[config.mk]
export PLATFORM = sky130hd
export DESIGN_NAME = sector_cache_clock_manager_top_flat
export DESIGN_NICKNAME = d
export VERILOG_FILES = /design/src/rtl/scm_pkg.sv /design/src/rtl/scm_if.sv /design/src/rtl/sector_cache_clock_manager_top.sv /design/src/rtl/scm_datapath.sv /design/src/rtl/scm_ctrl.sv /design/src/flat_wrapper.sv
export SDC_FILE = /design/constraint.sdc
export NUM_CORES = 2
export LEC_CHECK = 0
export ABC_AREA = 1
export BUFFER_PORTS_ARGS = -buffer_cell sky130_fd_sc_hd__buf_2
export CORE_ASPECT_RATIO = 2
export CORE_MARGIN = 3
export CORE_UTILIZATION = 27
export DETAILED_ROUTE_END_ITERATION = 8
export SETUP_SLACK_MARGIN = 0.2
export SLEW_MARGIN = 20
export SYNTH_ARGS = -nofsm -noshare
export SYNTH_HDL_FRONTEND = slang
export SYNTH_HIERARCHICAL = 1
export SYNTH_SLANG_ARGS = --single-unit
export TNS_END_PERCENT = 30
[constraint.sdc]
create_clock -name clk -period 7.6 [get_ports clk]
set_input_delay 0.76 -clock clk [delete_from_list [all_inputs] [get_ports clk]]
set_output_delay 0.76 -clock clk [all_outputs]
set_load 0.005 [all_outputs]
[src/rtl/scm_pkg.sv]
// ----------------------------------------------------------------------------
// scm_pkg: shared types and constants for the sector cache clock manager
// Action and status codes, the controller-to-datapath command struct and the
// datapath status struct.
// ----------------------------------------------------------------------------
package scm_pkg;

    localparam int SLOTS_DEF = 64;
    localparam int MAX_RES   = 64;
    localparam int SLOT_W    = 6;
    localparam int PIN_W     = 8;
    localparam logic [PIN_W-1:0] PIN_MAX = 8'd255;

    localparam logic [1:0] ACT_ACQUIRE  = 2'd0;
    localparam logic [1:0] ACT_PREFETCH = 2'd1;
    localparam logic [1:0] ACT_RELEASE  = 2'd2;
    localparam logic [1:0] ACT_FLUSH    = 2'd3;

    localparam logic [2:0] ST_HIT      = 3'd0;
    localparam logic [2:0] ST_FREE     = 3'd1;
    localparam logic [2:0] ST_EVICT    = 3'd2;
    localparam logic [2:0] ST_ALLPIN   = 3'd3;
    localparam logic [2:0] ST_RELEASED = 3'd4;
    localparam logic [2:0] ST_RELMISS  = 3'd5;
    localparam logic [2:0] ST_FLUSHWB  = 3'd6;
    localparam logic [2:0] ST_FLUSHNO  = 3'd7;

    // Datapath scan operations
    localparam logic [2:0] OP_NONE   = 3'd0;
    localparam logic [2:0] OP_LOOKUP = 3'd1; // search tag, also track lowest invalid
    localparam logic [2:0] OP_CLOCK  = 3'd2; // one clock lap step
    localparam logic [2:0] OP_FLUSH  = 3'd3; // flush scan step
    localparam logic [2:0] OP_START  = 3'd4; // clear scan trackers, load index

    typedef struct packed {
        logic [2:0] op;
        logic       start_at_hand;
    } dp_cmd_t;

    typedef struct packed {
        logic       scan_done;   // index wrapped through all slots
        logic       hit_found;
        logic       free_found;
        logic       victim_now;  // unused unpinned slot found in this lap
        logic       flush_emit;  // flush candidate at current index
    } dp_stat_t;

endpackage

[src/rtl/scm_if.sv]
// ----------------------------------------------------------------------------
// scm_in_if / scm_out_if: valid-ready channels
// Transaction channels for input items and result items.
// ----------------------------------------------------------------------------
interface scm_in_if;
    logic        valid;
    logic        ready;
    logic [1:0]  action;
    logic [31:0] sector;
    logic        mark_dirty;
    logic        include_pinned;
    modport source (output valid, action, sector, mark_dirty, include_pinned, input ready);
    modport sink   (input valid, action, sector, mark_dirty, include_pinned, output ready);
endinterface

interface scm_out_if;
    logic        valid;
    logic        ready;
    logic [2:0]  status;
    logic [5:0]  slot;
    logic        fetch_needed;
    logic        writeback_needed;
    logic [31:0] writeback_sector;
    logic        last;
    modport source (output valid, status, slot, fetch_needed, writeback_needed,
                    writeback_sector, last, input ready);
    modport sink   (input valid, status, slot, fetch_needed, writeback_needed,
                    writeback_sector, last, output ready);
endinterface

[src/rtl/sector_cache_clock_manager_top.sv]
// ----------------------------------------------------------------------------
// sector_cache_clock_manager_top: sector cache tag and clock replacement manager
// Tag lookup, free-slot fill, second-chance eviction, release and flush.
// ----------------------------------------------------------------------------
//  channel | dir | transaction
//  in_ch   | in  | action, sector, mark_dirty, include_pinned
//  out_ch  | out | status, slot, fetch_needed, writeback_needed,
//          |     | writeback_sector, last
//
//  Acquire/prefetch/release: one slot-per-cycle lookup lap, then a decision and
//  a result step that waits for the output register; an acquire/prefetch full
//  miss adds a clock lap (start, steps until a victim or the lap end, decision).
//  Flush: one lap over the slots, then a final result; a writeback result found
//  while the previous one still sits in the output register stalls the lap.
//  One transaction in flight; in_ch.ready is high only between transactions.
//  Reset clears valid, used and dirty flops; tag and pin tables are unreset.
// ----------------------------------------------------------------------------
module sector_cache_clock_manager_top #(
    parameter int SLOTS = scm_pkg::SLOTS_DEF
) (
    input  logic      clk,
    input  logic      rst_n,
    scm_in_if.sink    in_ch,
    scm_out_if.source out_ch
);
    localparam int IW = $clog2(SLOTS);

    // command and status between sequencer and datapath
    scm_pkg::dp_cmd_t  cmd;
    scm_pkg::dp_stat_t stat;
    logic [31:0]   sector, victim_sector, cur_sector;
    logic          incl, do_fill, fill_pin, do_pin, do_release, rel_dirty;
    logic          do_flush_clr, use_victim, victim_ok, victim_dirty;
    logic [IW-1:0] res_idx, victim_idx, cur_idx;

    scm_ctrl #(.SLOTS(SLOTS)) u_ctrl (
        .clk, .rst_n, .in_ch, .out_ch, .cmd, .sector, .incl, .do_fill,
        .fill_pin, .do_pin, .do_release, .rel_dirty, .do_flush_clr,
        .use_victim, .stat, .res_idx, .victim_idx, .victim_ok,
        .victim_dirty, .victim_sector, .cur_idx, .cur_sector
    );

    scm_datapath #(.SLOTS(SLOTS)) u_dp (
        .clk, .rst_n, .cmd, .sector, .incl, .do_fill, .fill_pin, .do_pin,
        .do_release, .rel_dirty, .do_flush_clr, .use_victim, .stat,
        .res_idx, .victim_idx, .victim_ok, .victim_dirty, .victim_sector,
        .cur_idx, .cur_sector
    );

endmodule

[src/rtl/scm_datapath.sv]
// ----------------------------------------------------------------------------
// scm_datapath: slot state and scan datapath
// Holds per-slot state, steps a scan index one slot per cycle while a scan
// operation is commanded, and applies the updates selected by the controller.
// ----------------------------------------------------------------------------
module scm_datapath #(
    parameter int SLOTS = scm_pkg::SLOTS_DEF
) (
    input  logic                 clk,
    input  logic                 rst_n,
    input  scm_pkg::dp_cmd_t     cmd,
    input  logic [31:0]          sector,
    input  logic                 incl,
    input  logic                 do_fill,      // fill slot res_idx with sector
    input  logic                 fill_pin,
    input  logic                 do_pin,       // hit on acquire
    input  logic                 do_release,
    input  logic                 rel_dirty,
    input  logic                 do_flush_clr, // clear dirty at index
    input  logic                 use_victim,   // fill at clock victim choice
    output scm_pkg::dp_stat_t    stat,
    output logic [$clog2(SLOTS)-1:0] res_idx,  // hit or free slot
    output logic [$clog2(SLOTS)-1:0] victim_idx,
    output logic                 victim_ok,
    output logic                 victim_dirty,
    output logic [31:0]          victim_sector,
    output logic [$clog2(SLOTS)-1:0] cur_idx,
    output logic [31:0]          cur_sector
);
    localparam int IW = $clog2(SLOTS);
    localparam int PW = scm_pkg::PIN_W;
    localparam logic [IW-1:0] LAST_IDX = IW'(SLOTS - 1);
    localparam logic [PW-1:0] PIN_ONE  = PW'(1);

    logic [SLOTS-1:0] valid_reg, used_reg, dirty_reg;
    // tag and pin tables: only read for valid slots, so left unreset
    logic [PW-1:0] pins_mem [SLOTS];
    logic [31:0]   sector_mem [SLOTS];
    // registered read port, addressed with the next scan index
    logic [31:0]   rd_sector_reg;
    logic [PW-1:0] rd_pins_reg;

    logic [IW-1:0] idx_reg, cnt_reg, hand_reg;
    logic          cnt_wrap_reg;
    logic          hit_reg, free_reg;
    logic [IW-1:0] hit_idx_reg, free_idx_reg;
    logic [PW-1:0] hit_pins_reg;
    logic          clean_v_reg, dirty_v_reg;
    logic [IW-1:0] clean_i_reg, dirty_i_reg;
    logic [31:0]   dirty_sec_reg;
    logic          now_reg;
    logic [IW-1:0] now_i_reg;
    logic [31:0]   now_sec_reg;

    logic [IW-1:0] fill_idx;
    logic          cur_valid, cur_used, cur_dirty, cur_unpinned;
    logic [IW-1:0] idx_inc, idx_next;
    logic          pin_we;
    logic [PW-1:0] pin_wdata;

    assign cur_valid    = valid_reg[idx_reg];
    assign cur_used     = used_reg[idx_reg];
    assign cur_dirty    = dirty_reg[idx_reg];
    assign cur_unpinned = (rd_pins_reg == '0);
    assign cur_sector   = rd_sector_reg;
    assign cur_idx      = idx_reg;
    assign idx_inc      = (idx_reg == LAST_IDX) ? '0 : idx_reg + 1'b1;

    assign res_idx    = hit_reg ? hit_idx_reg : free_idx_reg;
    assign victim_ok  = now_reg | clean_v_reg | dirty_v_reg;
    assign victim_idx = now_reg ? now_i_reg : (clean_v_reg ? clean_i_reg : dirty_i_reg);
    assign victim_dirty  = dirty_reg[victim_idx];
    assign victim_sector = now_reg ? now_sec_reg : dirty_sec_reg;
    assign fill_idx   = use_victim ? victim_idx : free_idx_reg;

    assign stat.scan_done  = cnt_wrap_reg;
    assign stat.hit_found  = hit_reg;
    assign stat.free_found = free_reg;
    assign stat.victim_now = now_reg;
    assign stat.flush_emit = cur_valid && cur_dirty && (incl || cur_unpinned);

    always_comb
    begin
        case (cmd.op)
            scm_pkg::OP_START:  idx_next = cmd.start_at_hand ? hand_reg : '0;
            scm_pkg::OP_LOOKUP,
            scm_pkg::OP_CLOCK,
            scm_pkg::OP_FLUSH:  idx_next = idx_inc;
            default:            idx_next = idx_reg;
        endcase
    end

    // pin count update for the hit slot, saturating both ways
    always_comb
    begin
        pin_we    = 1'b0;
        pin_wdata = hit_pins_reg;
        if (do_pin && hit_pins_reg != scm_pkg::PIN_MAX)
        begin
            pin_we    = 1'b1;
            pin_wdata = hit_pins_reg + 1'b1;
        end
        else if (do_release && hit_pins_reg != '0)
        begin
            pin_we    = 1'b1;
            pin_wdata = hit_pins_reg - 1'b1;
        end
    end

    always_ff @(posedge clk)
    begin
        rd_sector_reg <= sector_mem[idx_next];
        rd_pins_reg   <= pins_mem[idx_next];
        if (do_fill)
        begin
            sector_mem[fill_idx] <= sector;
            pins_mem[fill_idx]   <= fill_pin ? PIN_ONE : '0;
        end
        else if (pin_we)
            pins_mem[hit_idx_reg] <= pin_wdata;
    end

    always_ff @(posedge clk or negedge rst_n) begin
        if (!rst_n) begin
            valid_reg <= '0;
            used_reg  <= '0;
            dirty_reg <= '0;
            idx_reg <= '0; cnt_reg <= '0; hand_reg <= '0; cnt_wrap_reg <= 1'b0;
            hit_reg <= 1'b0; free_reg <= 1'b0; now_reg <= 1'b0;
            clean_v_reg <= 1'b0; dirty_v_reg <= 1'b0;
            hit_idx_reg <= '0; free_idx_reg <= '0; now_i_reg <= '0;
            clean_i_reg <= '0; dirty_i_reg <= '0;
            hit_pins_reg <= '0; now_sec_reg <= '0; dirty_sec_reg <= '0;
        end else begin
            idx_reg <= idx_next;
            case (cmd.op)
                scm_pkg::OP_START:
                begin
                    cnt_reg <= '0; cnt_wrap_reg <= 1'b0;
                    hit_reg <= 1'b0; free_reg <= 1'b0; now_reg <= 1'b0;
                    clean_v_reg <= 1'b0; dirty_v_reg <= 1'b0;
                end
                scm_pkg::OP_LOOKUP:
                begin
                    if (cur_valid && cur_sector == sector && !hit_reg) begin
                        hit_reg <= 1'b1; hit_idx_reg <= idx_reg;
                        hit_pins_reg <= rd_pins_reg;
                    end
                    if (!cur_valid && !free_reg) begin
                        free_reg <= 1'b1; free_idx_reg <= idx_reg;
                    end
                    cnt_reg <= cnt_reg + 1'b1;
                    cnt_wrap_reg <= (cnt_reg == LAST_IDX);
                end
                scm_pkg::OP_CLOCK:
                begin
                    if (cur_valid && !now_reg) begin
                        if (cur_used) begin
                            used_reg[idx_reg] <= 1'b0;
                            if (cur_unpinned && cur_dirty && !dirty_v_reg) begin
                                dirty_v_reg <= 1'b1; dirty_i_reg <= idx_reg;
                                dirty_sec_reg <= rd_sector_reg;
                            end
                            if (cur_unpinned && !cur_dirty && !clean_v_reg) begin
                                clean_v_reg <= 1'b1; clean_i_reg <= idx_reg;
                            end
                        end else if (cur_unpinned) begin
                            now_reg <= 1'b1; now_i_reg <= idx_reg;
                            now_sec_reg <= rd_sector_reg;
                            hand_reg <= idx_reg;
                        end
                    end
                    cnt_reg <= cnt_reg + 1'b1;
                    cnt_wrap_reg <= (cnt_reg == LAST_IDX);
                end
                scm_pkg::OP_FLUSH:
                begin
                    cnt_reg <= cnt_reg + 1'b1;
                    cnt_wrap_reg <= (cnt_reg == LAST_IDX);
                end
                default:
                begin
                end
            endcase
            if (do_flush_clr)
                dirty_reg[idx_reg] <= 1'b0;
            if (do_fill) begin
                valid_reg[fill_idx] <= 1'b1;
                used_reg[fill_idx]  <= 1'b1;
                dirty_reg[fill_idx] <= 1'b0;
            end
            if (do_release) begin
                used_reg[hit_idx_reg] <= 1'b1;
                if (rel_dirty)
                    dirty_reg[hit_idx_reg] <= 1'b1;
            end
        end
    end

`ifndef SYNTHESIS
    a_fill_excl: assert property (@(posedge clk) disable iff (!rst_n)
        do_fill |-> !do_pin && !do_release && !do_flush_clr)
        else $error("fill overlaps another update");
    a_victim_used: assert property (@(posedge clk) disable iff (!rst_n)
        (do_fill && use_victim) |-> victim_ok)
        else $error("eviction without victim");
    a_pin_hit: assert property (@(posedge clk) disable iff (!rst_n)
        (do_pin || do_release) |-> hit_reg)
        else $error("pin update without hit");
`endif

endmodule

[src/rtl/scm_ctrl.sv]
// ----------------------------------------------------------------------------
// scm_ctrl: transaction sequencer
// Accepts one input transaction, steers the datapath scans and drives the
// registered result stage.
// ----------------------------------------------------------------------------
module scm_ctrl #(
    parameter int SLOTS = scm_pkg::SLOTS_DEF
) (
    input  logic               clk,
    input  logic               rst_n,
    scm_in_if.sink             in_ch,
    scm_out_if.source          out_ch,
    output scm_pkg::dp_cmd_t   cmd,
    output logic [31:0]        sector,
    output logic               incl,
    output logic               do_fill,
    output logic               fill_pin,
    output logic               do_pin,
    output logic               do_release,
    output logic               rel_dirty,
    output logic               do_flush_clr,
    output logic               use_victim,
    input  scm_pkg::dp_stat_t  stat,
    input  logic [$clog2(SLOTS)-1:0] res_idx,
    input  logic [$clog2(SLOTS)-1:0] victim_idx,
    input  logic               victim_ok,
    input  logic               victim_dirty,
    input  logic [31:0]        victim_sector,
    input  logic [$clog2(SLOTS)-1:0] cur_idx,
    input  logic [31:0]        cur_sector
);
    localparam int CW = $clog2(scm_pkg::MAX_RES + 1);
    localparam logic [2:0] S_IDLE   = 3'd0;
    localparam logic [2:0] S_LOOKUP = 3'd1;
    localparam logic [2:0] S_CLKST  = 3'd2;
    localparam logic [2:0] S_CLOCK  = 3'd3;
    localparam logic [2:0] S_FLUSH  = 3'd4;
    localparam logic [2:0] S_OUT    = 3'd5;
    localparam logic [2:0] S_FWAIT  = 3'd6;

    logic [2:0]  state_reg, state_next;
    logic [1:0]  act_reg;
    logic [31:0] sec_reg;
    logic        md_reg, incl_reg;
    logic [CW-1:0] n_reg;

    // pending (held) flush result, emitted when next one or the end is known
    logic        pend_reg;
    logic [5:0]  pend_slot_reg;
    logic [31:0] pend_sec_reg;

    logic        ov_reg;
    logic [2:0]  o_st_reg;
    logic [5:0]  o_sl_reg;
    logic        o_f_reg, o_wb_reg, o_last_reg;
    logic [31:0] o_ws_reg;

    logic        out_free, emit;
    logic [2:0]  e_st;
    logic [5:0]  e_sl;
    logic        e_f, e_wb, e_last;
    logic [31:0] e_ws;
    logic        is_load, flush_take, flush_end;

    assign out_free = !ov_reg || out_ch.ready;
    assign in_ch.ready = (state_reg == S_IDLE);
    assign sector = sec_reg;
    assign incl   = incl_reg;
    assign rel_dirty = md_reg;
    assign fill_pin  = (act_reg == scm_pkg::ACT_ACQUIRE);
    assign is_load   = (act_reg == scm_pkg::ACT_ACQUIRE) || (act_reg == scm_pkg::ACT_PREFETCH);

    assign out_ch.valid = ov_reg;
    assign out_ch.status = o_st_reg;
    assign out_ch.slot = o_sl_reg;
    assign out_ch.fetch_needed = o_f_reg;
    assign out_ch.writeback_needed = o_wb_reg;
    assign out_ch.writeback_sector = o_ws_reg;
    assign out_ch.last = o_last_reg;

    // flush: a candidate is taken when the output can take the held one
    assign flush_take = (state_reg == S_FLUSH) && !stat.scan_done && stat.flush_emit
                        && n_reg != CW'(scm_pkg::MAX_RES) && (!pend_reg || out_free);
    assign flush_end  = (state_reg == S_FLUSH)
                        && (stat.scan_done || n_reg == CW'(scm_pkg::MAX_RES));

    always_comb begin
        cmd = '{op: scm_pkg::OP_NONE, start_at_hand: 1'b0};
        state_next = state_reg;
        do_fill = 1'b0; do_pin = 1'b0; do_release = 1'b0;
        do_flush_clr = 1'b0; use_victim = 1'b0;
        emit = 1'b0;
        e_st = scm_pkg::ST_HIT; e_sl = '0; e_f = 1'b0; e_wb = 1'b0; e_ws = '0; e_last = 1'b1;
        case (state_reg)
            S_IDLE:
            begin
                if (in_ch.valid) begin
                    cmd.op = scm_pkg::OP_START;
                    state_next = (in_ch.action == scm_pkg::ACT_FLUSH) ? S_FLUSH : S_LOOKUP;
                end
            end
            S_LOOKUP:
            begin
                if (!stat.scan_done) begin
                    cmd.op = scm_pkg::OP_LOOKUP;
                end else if (!is_load) begin
                    state_next = S_OUT;
                end else if (stat.hit_found || stat.free_found) begin
                    state_next = S_OUT;
                end else begin
                    state_next = S_CLKST;
                end
            end
            S_CLKST:
            begin
                cmd = '{op: scm_pkg::OP_START, start_at_hand: 1'b1};
                state_next = S_CLOCK;
            end
            S_CLOCK:
            begin
                if (!stat.scan_done && !stat.victim_now)
                    cmd.op = scm_pkg::OP_CLOCK;
                else
                    state_next = S_OUT;
            end
            S_OUT:
            begin
                if (out_free) begin
                    emit = 1'b1;
                    state_next = S_IDLE;
                    if (act_reg == scm_pkg::ACT_RELEASE) begin
                        if (stat.hit_found) begin
                            do_release = 1'b1;
                            e_st = scm_pkg::ST_RELEASED;
                            e_sl = 6'(res_idx);
                        end else begin
                            e_st = scm_pkg::ST_RELMISS;
                        end
                    end else if (stat.hit_found) begin
                        do_pin = fill_pin;
                        e_st = scm_pkg::ST_HIT;
                        e_sl = 6'(res_idx);
                    end else if (stat.free_found) begin
                        do_fill = 1'b1;
                        e_st = scm_pkg::ST_FREE;
                        e_sl = 6'(res_idx);
                        e_f = 1'b1;
                    end else if (victim_ok) begin
                        do_fill = 1'b1;
                        use_victim = 1'b1;
                        e_st = scm_pkg::ST_EVICT;
                        e_sl = 6'(victim_idx);
                        e_f = 1'b1;
                        e_wb = victim_dirty;
                        e_ws = victim_dirty ? victim_sector : '0;
                    end else begin
                        e_st = scm_pkg::ST_ALLPIN;
                    end
                end
            end
            S_FLUSH:
            begin
                if (flush_end) begin
                    state_next = S_FWAIT;
                end else if (!stat.flush_emit || flush_take) begin
                    cmd.op = scm_pkg::OP_FLUSH;
                    do_flush_clr = flush_take;
                    emit = flush_take && pend_reg;
                    e_st = scm_pkg::ST_FLUSHWB; e_sl = pend_slot_reg;
                    e_wb = 1'b1; e_ws = pend_sec_reg; e_last = 1'b0;
                end
            end
            S_FWAIT:
            begin
                if (out_free) begin
                    emit = 1'b1;
                    state_next = S_IDLE;
                    if (pend_reg) begin
                        e_st = scm_pkg::ST_FLUSHWB; e_sl = pend_slot_reg;
                        e_wb = 1'b1; e_ws = pend_sec_reg;
                    end else begin
                        e_st = scm_pkg::ST_FLUSHNO;
                    end
                end
            end
            default:
            begin
                state_next = S_IDLE;
            end
        endcase
    end

    always_ff @(posedge clk or negedge rst_n) begin
        if (!rst_n) begin
            state_reg <= S_IDLE;
            ov_reg <= 1'b0;
            pend_reg <= 1'b0;
            n_reg <= '0;
        end else begin
            state_reg <= state_next;
            if (emit)
                ov_reg <= 1'b1;
            else if (out_ch.ready)
                ov_reg <= 1'b0;
            if (in_ch.valid && in_ch.ready) begin
                pend_reg <= 1'b0;
                n_reg <= '0;
            end else if (flush_take) begin
                pend_reg <= 1'b1;
                n_reg <= n_reg + 1'b1;
            end
        end
    end

    always_ff @(posedge clk) begin
        if (in_ch.valid && in_ch.ready) begin
            act_reg  <= in_ch.action;
            sec_reg  <= in_ch.sector;
            md_reg   <= in_ch.mark_dirty;
            incl_reg <= in_ch.include_pinned;
        end
        if (flush_take) begin
            pend_slot_reg <= 6'(cur_idx);
            pend_sec_reg  <= cur_sector;
        end
        if (emit) begin
            o_st_reg <= e_st; o_sl_reg <= e_sl; o_f_reg <= e_f;
            o_wb_reg <= e_wb; o_ws_reg <= e_ws; o_last_reg <= e_last;
        end
    end

`ifndef SYNTHESIS
    a_no_overwrite: assert property (@(posedge clk) disable iff (!rst_n)
        (ov_reg && !out_ch.ready) |=> $stable(o_st_reg) && $stable(o_ws_reg))
        else $error("result overwritten while stalled");
    a_busy: assert property (@(posedge clk) disable iff (!rst_n)
        (in_ch.valid && in_ch.ready) |=> !in_ch.ready)
        else $error("second transaction accepted while busy");
    a_flush_cap: assert property (@(posedge clk) disable iff (!rst_n)
        n_reg <= CW'(scm_pkg::MAX_RES))
        else $error("flush count overflow");
`endif

endmodule
[src/flat_wrapper.sv]
// flat-port wrapper written by rule: the top's interface ports become plain ports
module sector_cache_clock_manager_top_flat 
#(
    parameter int SLOTS = scm_pkg::SLOTS_DEF
)
  (clk, rst_n, in_ch_valid, in_ch_action, in_ch_sector, in_ch_mark_dirty, in_ch_include_pinned, in_ch_ready, out_ch_valid, out_ch_status, out_ch_slot, out_ch_fetch_needed, out_ch_writeback_needed, out_ch_writeback_sector, out_ch_last, out_ch_ready);
  scm_in_if in_ch_i ();
  scm_out_if out_ch_i ();
  input  logic clk;
  input  logic rst_n;
  input wire logic [$bits(in_ch_i.valid)-1:0] in_ch_valid;
  input wire logic [$bits(in_ch_i.action)-1:0] in_ch_action;
  input wire logic [$bits(in_ch_i.sector)-1:0] in_ch_sector;
  input wire logic [$bits(in_ch_i.mark_dirty)-1:0] in_ch_mark_dirty;
  input wire logic [$bits(in_ch_i.include_pinned)-1:0] in_ch_include_pinned;
  output wire logic [$bits(in_ch_i.ready)-1:0] in_ch_ready;
  output wire logic [$bits(out_ch_i.valid)-1:0] out_ch_valid;
  output wire logic [$bits(out_ch_i.status)-1:0] out_ch_status;
  output wire logic [$bits(out_ch_i.slot)-1:0] out_ch_slot;
  output wire logic [$bits(out_ch_i.fetch_needed)-1:0] out_ch_fetch_needed;
  output wire logic [$bits(out_ch_i.writeback_needed)-1:0] out_ch_writeback_needed;
  output wire logic [$bits(out_ch_i.writeback_sector)-1:0] out_ch_writeback_sector;
  output wire logic [$bits(out_ch_i.last)-1:0] out_ch_last;
  input wire logic [$bits(out_ch_i.ready)-1:0] out_ch_ready;
  assign in_ch_i.valid = in_ch_valid;
  assign in_ch_i.action = in_ch_action;
  assign in_ch_i.sector = in_ch_sector;
  assign in_ch_i.mark_dirty = in_ch_mark_dirty;
  assign in_ch_i.include_pinned = in_ch_include_pinned;
  assign in_ch_ready = in_ch_i.ready;
  assign out_ch_valid = out_ch_i.valid;
  assign out_ch_status = out_ch_i.status;
  assign out_ch_slot = out_ch_i.slot;
  assign out_ch_fetch_needed = out_ch_i.fetch_needed;
  assign out_ch_writeback_needed = out_ch_i.writeback_needed;
  assign out_ch_writeback_sector = out_ch_i.writeback_sector;
  assign out_ch_last = out_ch_i.last;
  assign out_ch_i.ready = out_ch_ready;
  sector_cache_clock_manager_top #(.SLOTS(SLOTS)) u_core (.clk(clk), .rst_n(rst_n), .in_ch(in_ch_i), .out_ch(out_ch_i));
endmodule
Word-level counts from Yosys, hierarchy flattened
Memories as Yosys holds them, arrays and structs flattened. A register that Yosys moved wholly into a read port is not among the register bits.
Index checks and enable logic that the tools add are counted.
Word-level totals
  flip-flop bits (word level): 442
  RAM bits: 2560
  input bits: 40
  output and inout port bits: 46
  word-level logic and storage cells: 313
  memories: 2
Memories
  u_core.u_dp.sector_mem: words 64, width 32, rd ports 1, clocked after memory_dff 1, wr ports 1, line scm_datapath.sv:38  | logic [31:0] sector_mem [SLOTS];
  u_core.u_dp.pins_mem: words 64, width 8, rd ports 1, clocked after memory_dff 1, wr ports 1, line scm_datapath.sv:37  | logic [PW-1:0] pins_mem [SLOTS];
Cells by class
  add/subtract/negate cells: 5
  magnitude comparators: 7
  equality and inequality tests: 32
  muxes and demuxes: 154
  bitwise operators: 13
  reductions and logical operators: 65
Operators by type and width (number)
  $mux W64: 9
  $mux W32: 11
  $or A64 B64 Y64: 4
  $and A64 B64 Y64: 3
  $not A64 Y64: 2
  $mux W6: 17
  $pmux W32 S3: 1
  $mux W1: 71
  $mux W3: 14
  $eq A32 B32 Y1: 1
  $lt A6 B7 Y1 const B: 4
  $bmux W1 S6: 4
  $mux W8: 3
  $ne A2 B2 Y1 const B: 12
  $pmux W6 S2: 2
  $reduce_and A4 Y1: 6
  $logic_and A1 B1 Y1: 23
  $demux W1 S6: 3
  $ge A6 B1 Y1 const B: 3
  $pmux W3 S6: 1
  $pmux W6 S3: 1
  $pmux W3 S5: 1
  $mux W7: 2
  $pmux W1 S2: 7
  31 further kinds: 71

Longest topological paths before layout
  word-level depth: 19
  gate-level depth with buffers: 35
  mapped depth without buffers: 30

Hierarchy
Netlist, hierarchy kept.
By module, submodules not included
  scm_datapath: times used 1, cells each 12646, area an instance 130575.2 um^2, sequential area each 85482.0 um^2
  scm_ctrl: times used 1, cells each 450, area an instance 5476.5 um^2, sequential area each 3843.7 um^2

Least setup slack after synthesis
Ideal clock, no wire load.
  path type: input-to-reg
  start: in out_ch_ready
  end: mem u_core/u_dp/pins_mem[0][0] in the netlist's numbering, data pin
  library setup time: 702 ps
  data arrival time: 4868 ps
  required time: 6898 ps
  setup slack: 2030 ps
  cell stages on the path: 11
  path buffers: 1
  cells stage by stage: inv_1 -> nand2_2 -> inv_2 -> nor2_4 -> inv_2 -> nor4_1 -> inv_1 -> a31oi_1 -> o21ai_1 -> buf_2 -> o21ai_0
Between the ends
  elaborated cells between the ends (all ways): 18
  those cells by class: mux (14); reduce/logical (4)
RTL lines
  start, declared: line flat_wrapper.sv:24  | input wire logic [$bits(out_ch_i.ready)-1:0] out_ch_ready;
  $logic_or A1 B1 Y1 (*): line scm_ctrl.sv:65  | assign out_free = !ov_reg || out_ch.ready;
  $mux W1 (*): line scm_ctrl.sv:128  | if (out_free) begin
  $mux W1 (*): line scm_ctrl.sv:94  | case (state_reg)
  named net u_core.do_pin: line sector_cache_clock_manager_top.sv:32  | logic incl, do_fill, fill_pin, do_pin, do_release, rel_dirty;
  $logic_and A1 B1 Y1 (*): line scm_datapath.sv:98  | if (do_pin && hit_pins_reg != scm_pkg::PIN_MAX)
  $mux W1: line scm_datapath.sv:98
  $mux W1: line scm_datapath.sv:119  | else if (pin_we)
  $mux W1: line scm_datapath.sv:114  | if (do_fill)
  $mux W1 (implied by the code): line scm_datapath.sv:120  | pins_mem[hit_idx_reg] <= pin_wdata;
  $reduce_or A8 Y1 (no source line)
  $mux W8 (no source line) (*)
  end, declared: line scm_datapath.sv:37
The timed path passes the listed nets; every way through them passes the cells marked *.

==> results.tsv <==
metric	value	unit
first-pass detailed-route iteration total	8	
core footprint	502000	sq um
number of enable flip-flop cells after synthesis	2678	
sequential area share after synthesis	65.7	%
nets	13200	
RSZ-0062 raised after global routing	true	
setup tns final	0	ns
Final Hold Vio Count	0	
routed via count	99200	
die area	513000	sq um
syn_area_per_cell	10.4	sq um
Synth Area in Simple Gates	24.2	%
Final HPWL DP	327	mm
TritonCTS clock tree	done	
setup violators final	0	
clk buf depth	4	
yosys warns	6	
gr ovfl total	0	
per-cell routed wire length	25.2	um
Clock Skew	0.125	ns
top-count cell post-synth	nand3_1	
hold path depth	1	
Synth Area in XOR/XNOR	0.0966	%
Initial Util	27.1	%
Top FF cell, synth	edfxtp_1	
dpl cell area	147000	sq um
Max transition margin	10.8	%
# Post-CTS Setup Buffers	0	
FF-to-FF path depth	32	
Slew Limit Fails	0	
crit path capture type	register	
Syn-to-layout area delta	14.2	%
Sink Count	3042	
share of cells above drive strength 1	8.89	%
largest family of logic cells by synthesized area	simple AND/OR/NAND/NOR gates	
Biggest register	u_core/u_dp/sector_mem	
max reg flops	2048	
row cnt	368	
reg2reg setup slack	0.36	ns
area leader, netlist	edfxtp_1	
CTS Root Cell	clkbuf_16	
asr flop ratio synth	10.7	%
Req. time, crit path	8.40	ns
final-layout fill cell count	51100	
biggest regs	u_core/u_dp/sector_mem x2048, u_core/u_dp/pins_mem x512	
CP Class	register to register	
first-pass GRT wire length	712	mm
Synth Instances	13100	
Die H	1.01	mm
Via density	4.95	
Total Wirelength	505	mm
Post-Syn Area	136000	sq um
CP max stage delay	0.75	ns
Post-Syn Nets	13100	
Clk pin slew, worst setup/hold paths	0.07	ns
most used cell, CP	nand2_1	
largest net degree at the start of global routing	177	
fin crit period	7.24	ns
initial antenna violation count	28	
Synth top cells by count	nand3_1 (2738), nand2_1 (2692), edfxtp_1 (2678)	
Distinct cells, synth	52	
Die W	508	um
initial DRC count	9888	
vias in the first global route	96700	
flops & latches, synth	3042	
GRT Total Usage	19.1	%
Crit path buffers/inverters	5	
maxcap violations	0	
Crit path arrival time	8.03	ns
Synth Area in Adders	0.0644	%
cell area after layout	155000	sq um
H-tree levels	4	
ANT nets after route	0	
Num CTS Buffers	245	
clk_lat worst skew	0.98	ns
Tcrit/Tclk final	95.2	%
Worst setup SP type	register	
Max Freq	138	MHz
status	finished clean	
Synth Area in Compound Gates	2.14	%
maximum fanout along the worst path	66	
mux cell area share after synthesis	0	%
routability cong.	0.987	
Hold Path Class	input port to register	
stages on the worst setup path	32	
top post-synthesis cells by area	edfxtp_1 (59%), nand3_1 (10%), nand2_1 (7.4%)	
final core occ	31.0	%
Max stage delay cell, worst path	dfrtp_4	
Port Buffers	85	
critical path's top delay family	simple AND/OR/NAND/NOR gates	
number of remaining DRC errors	0	
Synth top area share	59.1	%
Worst-Margin Slew	1.34	ns
I/O pins	86	
-- area by class of cell --
class,count,area [sq um],share of cell area [%]
Tap cell,6660,8330,5.36
Multi-Input combinational cell,7382,36400,23.4
Inverter,1859,7030,4.52
Timing Repair Buffer,630,6020,3.88
Clock inverter,133,1360,0.873
Antenna cell,16,40.0,0.0258
Sequential cell,3042,89300,57.5
Clock buffer,322,6880,4.43
-- worst paths after layout --
check	start	endpoint
worst max-delay path	u_core/u_dp/cur_idx[0]$_DFF_PN0_	u_core/u_dp/cur_sector[16]$_DFF_P_
worst min-delay path	in_ch_sector[6]	u_core/u_ctrl/sector[6]$_DFFE_PP_
worst max register to register	u_core/u_dp/cur_idx[0]$_DFF_PN0_	u_core/u_dp/cur_sector[16]$_DFF_P_
worst min register to register	u_core/u_dp/valid_reg[30]$_DFFE_PN0P_	u_core/u_dp/valid_reg[30]$_DFFE_PN0P_
max in group asynchronous	rst_n	u_core/u_dp/cur_idx[1]$_DFF_PN0_
min in group asynchronous	rst_n	u_core/u_ctrl/state_reg[1]$_DFFE_PN0P_
-- cells in the final DEF (no fill, tap or decap), types with 23 or more instances in the layout --
cell / instances
a21oi_1: 65
a22o_1: 39
buf_12: 115
buf_2: 84
buf_4: 408
clkbuf_1: 39
clkbuf_16: 254
clkbuf_8: 27
clkinv_1: 28
clkinv_2: 65
dfrtp_1: 322
dfxtp_1: 40
edfxtp_1: 2678
inv_1: 1784
inv_2: 57
nand2_1: 2689
nand2_2: 25
nand3_1: 2735
nand3b_1: 881
nand4_1: 58
nor2_1: 353
nor3_1: 23
o211ai_1: 36
o21ai_0: 296
or2_2: 34
-- routing by layer --
metal / routed length (um) / vias to the layer above / global-route usage, %
met5: 24 / - / 0
met4: 55200 / 4 / 17.5
met3: 30200 / 1493 / 2.24
met2: 258000 / 4435 / 34.2
met1: 162000 / 49000 / 19.1
li1: - / 44300 / -
-- worst register-to-register path: cells and delay by family, from the launching register on --
kind | cells | cell delay (ns)
buf+inv | 5 | 1.64
compound gates | 4 | 0.90
simple gates | 23 | 3.88
flops | 1 | 0.75
-- kinds of logic after synthesis --
kind of cell / Yosys count
simple gates: 6847
flops: 3042
buf+inv: 2672
compound gates: 513
xor+xnor: 15
fa+ha+maj: 7
-- stage by stage --
| step | hold slack, ns | worst slack [ns] | cells |
|---|---|---|---|
| after floorplan | 0.418 | 2.03 | 13100 |
| after global placement | 0.432 | 0.0926 | 19600 |
| after detailed placement | 0.436 | 0.192 | 19600 |
| after CTS | 0.00619 | 0.500 | 20000 |
| after global routing | 0.0270 | 0.149 | 20000 |
| final | 0.0490 | 0.362 | 20000 |
-- what timing repair did --
action | in CTS | in global routing
hold buffers | 22 | 0
endpoints found under the hold margin | 101 | 0
gates resized for setup | 1 | 1
endpoints found under the setup margin | 1 | 4
Power is not shown: default switching activity piles up to over one toggle a cycle in this logic, so the estimate is an artifact.
